## src/elgr_pkg.sv

```systemverilog
`timescale 1ns / 1ps
// ----------------------------------------------------------------------------
// elgr_pkg
// Shared types and constants of the elevation grid resampler.
// ----------------------------------------------------------------------------
package elgr_pkg;

   localparam int SAMPLE_W    = 16;
   localparam int IDX_W       = 10;
   localparam int DIM_RAW_W   = 8;
   localparam int OUT_RAW_W   = 11;
   localparam int CSR_IDX_W   = 2;
   localparam int CSR_DATA_W  = 11;
   localparam int STORE_AW    = 16;
   localparam int STORE_DEPTH = 65536;
   localparam int SUM_W       = SAMPLE_W + 2;
   localparam int AVG_SHIFT   = 2;
   localparam int REQ_DATA_W  = 40;
   localparam int RSP_DATA_W  = 16;

   localparam logic OP_LOAD  = 1'b0;
   localparam logic OP_QUERY = 1'b1;

   localparam logic [CSR_IDX_W-1:0] REG_SRC_WIDTH  = 2'd0;
   localparam logic [CSR_IDX_W-1:0] REG_SRC_HEIGHT = 2'd1;
   localparam logic [CSR_IDX_W-1:0] REG_OUT_SIZE   = 2'd2;

   typedef enum logic [3:0] {
      ST_IDLE,
      ST_DIV_COL,
      ST_ROW_START,
      ST_DIV_ROW,
      ST_BASE,
      ST_RD_A,
      ST_RD_B,
      ST_RD_C,
      ST_RD_D,
      ST_ACC,
      ST_RESULT
   } state_type;

   typedef enum logic [1:0] {
      RD_BASE,
      RD_RIGHT,
      RD_DOWN,
      RD_DIAG
   } rd_sel_type;

   typedef struct packed {
      logic       load_write;
      logic       capture;
      logic       start_row;
      logic       div_step;
      logic       save_col;
      logic       save_row;
      logic       calc_base;
      rd_sel_type rd_sel;
      logic       acc_clear;
      logic       acc_add;
      logic       out_load;
   } cmd_type;

   typedef struct packed {
      logic in_range;
      logic div_last;
      logic out_free;
   } sts_type;

endpackage

```

## src/elgr_ctrl.sv

```systemverilog
`timescale 1ns / 1ps
// ----------------------------------------------------------------------------
// elgr_ctrl
// Sequencer: accepts transactions, steps the divider, the reads and the result.
// ----------------------------------------------------------------------------
module elgr_ctrl (
   input  logic              clock,
   input  logic              reset,
   input  logic              req_tvalid,
   input  logic              req_operation,
   output logic              req_tready,
   input  elgr_pkg::sts_type sts,
   output elgr_pkg::cmd_type cmd
);
   import elgr_pkg::*;

   state_type state_ff;
   state_type state_in;

   always_ff @(posedge clock) begin
      if (reset) begin
         state_ff <= ST_IDLE;
      end else begin
         state_ff <= state_in;
      end
   end

   always_comb begin
      state_in   = state_ff;
      cmd        = '0;
      cmd.rd_sel = RD_BASE;
      req_tready = 1'b0;
      case (state_ff)
         ST_IDLE: begin
            req_tready = 1'b1;
            if (req_tvalid) begin
               if (req_operation == OP_LOAD) begin
                  cmd.load_write = 1'b1;
               end else begin
                  cmd.capture = 1'b1;
                  state_in    = sts.in_range ? ST_DIV_COL : ST_RESULT;
               end
            end
         end
         ST_DIV_COL: begin
            cmd.div_step = 1'b1;
            if (sts.div_last) begin
               cmd.save_col = 1'b1;
               state_in     = ST_ROW_START;
            end
         end
         ST_ROW_START: begin
            cmd.start_row = 1'b1;
            state_in      = ST_DIV_ROW;
         end
         ST_DIV_ROW: begin
            cmd.div_step = 1'b1;
            if (sts.div_last) begin
               cmd.save_row = 1'b1;
               state_in     = ST_BASE;
            end
         end
         ST_BASE: begin
            cmd.calc_base = 1'b1;
            state_in      = ST_RD_A;
         end
         ST_RD_A: begin
            cmd.rd_sel = RD_BASE;
            state_in   = ST_RD_B;
         end
         ST_RD_B: begin
            cmd.rd_sel    = RD_RIGHT;
            cmd.acc_clear = 1'b1;
            state_in      = ST_RD_C;
         end
         ST_RD_C: begin
            cmd.rd_sel  = RD_DOWN;
            cmd.acc_add = 1'b1;
            state_in    = ST_RD_D;
         end
         ST_RD_D: begin
            cmd.rd_sel  = RD_DIAG;
            cmd.acc_add = 1'b1;
            state_in    = ST_ACC;
         end
         ST_ACC: begin
            cmd.acc_add = 1'b1;
            state_in    = ST_RESULT;
         end
         ST_RESULT: begin
            if (sts.out_free) begin
               cmd.out_load = 1'b1;
               state_in     = ST_IDLE;
            end
         end
         default: begin
            state_in = ST_IDLE;
         end
      endcase
   end

`ifndef ASSERT_OFF
   a_query_starts_div: assert property (@(posedge clock) disable iff (reset)
      (state_ff == ST_IDLE && req_tvalid && req_operation == OP_QUERY && sts.in_range)
      |=> state_ff == ST_DIV_COL)
      else $error("in-range query did not start the column division");

   a_result_returns_idle: assert property (@(posedge clock) disable iff (reset)
      (state_ff == ST_RESULT && sts.out_free) |=> state_ff == ST_IDLE)
      else $error("delivered result did not return to idle");
`endif

endmodule

```

## config.mk

```make
export PLATFORM = sky130hd
export DESIGN_NAME = elgr_ctrl
export DESIGN_NICKNAME = d
export VERILOG_FILES = /design/src/elgr_pkg.sv /design/src/elgr_ctrl.sv
export SDC_FILE = /design/constraint.sdc
export NUM_CORES = 1
export LEC_CHECK = 0
export BUFFER_PORTS_ARGS = -buffer_cell sky130_fd_sc_hd__buf_2
export CELL_PAD_IN_SITES_DETAIL_PLACEMENT = 0
export CELL_PAD_IN_SITES_GLOBAL_PLACEMENT = 1
export CORE_MARGIN = 1.5
export CORE_UTILIZATION = 27
export CTS_CLUSTER_SIZE = 28
export DETAILED_ROUTE_END_ITERATION = 16
export MAX_ROUTING_LAYER = met4
export PLACE_DENSITY = 0.76
export SETUP_SLACK_MARGIN = 0.15
export SYNTH_ARGS = -nofsm -noshare
export SYNTH_HDL_FRONTEND = slang
export SYNTH_SLANG_ARGS = --single-unit
export TNS_END_PERCENT = 30
```

## constraint.sdc

```tcl
create_clock -name clock -period 1.4 [get_ports clock]
set_clock_uncertainty 0.2 [all_clocks]
set_input_delay 0 -clock clock [delete_from_list [all_inputs] [get_ports clock]]
set_output_delay 0 -clock clock [all_outputs]
set_load 0.02 [all_outputs]
```

# == Word-level counts from Yosys, hierarchy flattened ==
# Index checks and enable logic that the tools add are counted.
# word_totals
register_bits,4
latch_bits,0
ramBits,0
rom_bits,0
in_bits,7
out_inout_bits,13
elab_cells,43
n_memories,0
# op_classes
addsub,0
mul,0
n_div,0
n_lt_le_gt_ge,0
n_eq_ne,15
shifts,0
n_mux,23
bitwise_logic,0
reduce_logical,4
# op_table
op,count
$pmux 4 s11,1
$mux 4,6
$eq 4x3->1 const B,4
$mux 1,13
$eq 4x4->1 const B,3
$ne 2x2->1 const B,5
$eq 4x2->1 const B,2
$pmux 2 s3,1
$reduce_and 5->1,1
$eq 4x1->1 const B,1
$logic_not 4->1,1
$mux 2,2
$reduce_or 3->1,1
$reduce_or 2->1,1

# == Logic depth before layout (Yosys ltp) ==
# logic_depth
ltp_word,4
ltp_mapped,5
depth_no_buf,4

# == Worst setup path after synthesis ==
# Ideal clock, no wire load.
# synth_path
path_type,register to output
from,reg state_ff[1]
to,out cmd[6] (netlist bit)
t_arrival_ps,1461
t_required_ps,1200
setup_slack_ps,-261
path_stages_with_launch,4
n_path_buf,1
cell_sequence,dfxtp_1 > buf_4 > nand2_1 > nor4b_1
# synth_rtl
element,line_no,source
from (decl),elgr_ctrl.sv:17,state_type state_ff;
from (signal assigned),elgr_ctrl.sv:24,state_ff <= state_in;
to (decl),elgr_ctrl.sv:13,output elgr_pkg::cmd_type cmd

==> impl_metrics.csv <==
group,metric,value,unit
status,status,"finished with violations",
status,violations,"negative setup slack",
setup_path,critical_path_buf_inv_count,2,
synth,yosysSeqAreaShare,18.2,%
power_and_ir_drop,swShare,42.0,%
worst_hold_path,hold_class,"input port to flip-flop",
layout,final_cell_mix,"buf_4, buf_6, buf_2, nand2_1",
sta,fin_crit,1590,ps
layout,synthToLayoutAreaGrowth,98.0,%
sta,hold_violations,0,
routing,finalWirelength,1.31,mm
routing,drc,0,
routing,viasPerCell,5.12,
layout,final_cells,110,
setup_path,crit_family,"simple AND/OR/NAND/NOR gates",
power_and_ir_drop,seqPwrFrac,14.1,%
placed_design,gp_congestion,0.784,
layout,largest_reg_flops,4,
synth,ys_types,33,
synth,syn-cell-area,440,sq um
clock_network,insertion_delay,240,ps
layout,final_common_cell,"buf_4",
power_and_ir_drop,clock_power_share,8.0,%
power_and_ir_drop,net-switching-power,0.765,mW
floorplan,row_count,14,
synth,synth_edf_count,0,
routing,routedWlPerCell,11.9,um
sta,rsz0062_at_grt,"yes",
placed_design,dpl_cell_area,643,sq um
setup_path,worstPathMaxFanout,8,
layout,top_regs,"state_ff: 4 flops",
floorplan,dieArea,0.00188,sq mm
floorplan,die_height,43.4,um
synth,syn_inst,56,
setup_path,cp_slowest_cell,"or3b_4",
power_and_ir_drop,combPwrFrac,77.8,%
layout,largest_register,"state_ff",
synth,synth-main-ff-cell,"dfxtp_1",
clock_network,cts_root_buf,"clkbuf_4",
clock_network,clkTransAtPathRegs,40,ps
clock_network,htree_levels,1,
layout,final_area,872,sq um
grt,grt_antenna_before_repair,0,
setup_path,max_stage_delay,430,ps
routing,antenna_left,0,
placed_design,port-buffer-count,19,
clock_network,numCtsBuffers,3,
power_and_ir_drop,powerDensity,2090,mW/mm^2
layout,drive_gt1_share,70.2,%
grt,track_usage,15.6,%
setup_path,critical_path_class,"flip-flop to output pin",
routing,drtPass1Iterations,4,
synth,yosys_warnings,0,
floorplan,fp.coreArea,0.00152,sq mm
placed_design,hpwlAfterDp,936,um
power_and_ir_drop,leakagePower,0.413,nW
setup_path,ff2ff_setup_slack,-130,ps
grt,grt_pass1_wl,2.18,mm
clock_network,cts_sinks,4,
routing,drt-initial-drc-count,5,
sta,finalSetupViolations,15,
setup_path,cp-start-kind,"flip-flop",
synth,ys_seq_elements,4,
sta,maxSlewViolCount,0,
floorplan,ioPinCount,20,
power_and_ir_drop,irDropWorstVdd,0.000945,V
synth,async_flop_share,0,%
setup_path,crit_chain,"or3b_4 > inv_2 > and3_4 > buf_6",
grt,grt_pass1_vias,514,
clock_network,cts_tree,"done",
routing,dr_total_vias,563,
clock_network,clk_path_buf_depth,2,
setup_path,endpoint_kind,"output pin",
sta,worst_pin_slew,309,ps
flow_run,drv_cap,0,
layout,final_nets,103,
floorplan,start_util,28.9,%
sta,finalCritPeriodShare,114,%
sta,fmax,629,MHz
setup_path,critPathArrivalTime,1390,ps
synth,syn_nets,63,
grt,grt_max_degree,11,
setup_path,cp.required,1200,ps
layout,diodes,0,
power_and_ir_drop,p_int,1.06,mW
sta,slew-limit-headroom,79.2,%
synth,avgSynthCellArea,7.86,sq um
placed_design,place_inst,101,
grt,grt_overflow_total,0,
floorplan,dieWidth,43.4,um
sta,worst_slack,-189,ps
[tightest hold or removal path, stage by stage]
cell     delay, ps
buf_2          110
nand2_1        110
nand2_2         80
nand2_2         60
o41ai_2         50
[cells in the mapped netlist, types with 2 or more instances]
library cell	instances	share of area [%]
buf_2	2	2.3
buf_4	2	3.4
dfxtp_1	4	18
inv_1	2	1.7
nor3_1	5	5.7
nand2b_1	3	4.3
and3_1	2	2.8
a31oi_1	2	2.8
nor2_1	4	3.4
nand2_1	7	6.0
[routing by layer]
metal  vias up  track usage, %  wire (um)
met5         -               -          0
met4         0            4.24          0
met3         0            3.75         68
met2        17            23.9        629
met1       261            20.7        617
li1        285               -          -
[final timing paths]
check / cells past startpoint / endpoint / start
min reg2reg: 2 / state_ff[1] / state_ff[1]
max reg2reg: 6 / state_ff[1] / state_ff[2]
min: 5 / state_ff[0] / req_tvalid
max: 4 / cmd[7] / state_ff[2]
[through the flow]
step                TNS, ps  power, mW  util [%]  hold WS, ps  setup WS (ps)
floorplan              -168      0.887         -         -138          -50.0
global placement       -554       1.25      42.2         49.9          -91.5
detailed placement     -931       1.25      42.2         52.4           -124
CTS                   -2090       1.74      54.3         9.45           -213
global route          -2610       1.93      57.2         36.4           -238
finish                -1740       1.82      57.2         13.1           -189
[cell type report]
type	count	area [sq um]
repair buffers	39	325
inverters	3	11.3
fillers	132	652
multi-input cells	45	400
well taps	16	20.0
flip-flops and latches	4	92.6
clock buffers	3	22.5
[cell families after synthesis]
kind of cell	count (synthesis)	share of synthesized area (%)
buf+inv	7	8.24
simple gates	30	44.3
flops	4	18.2
xor+xnor	1	1.99
compound gates	14	27.3
[power by group through the flow]
stage	sequential (mW)	clock, mW	combinational, mW
6_report	0.257	0.147	1.42
5_1_grt	0.265	0.166	1.50
4_1_cts	0.249	0.153	1.34
3_5_place_dp	0.227	0	1.02
3_3_place_gp	0.222	0	1.03
2_1_floorplan	0.191	0	0.697
[timing repair]
action                                 CTS  global route
setup endpoints to repair               17            17
gates resized for setup                 35            10
hold buffers                             3             0
endpoints found under the hold margin    4             0
setup buffers                            2             1
pin swaps                                5             5
Power figures use the tool's default switching activity.
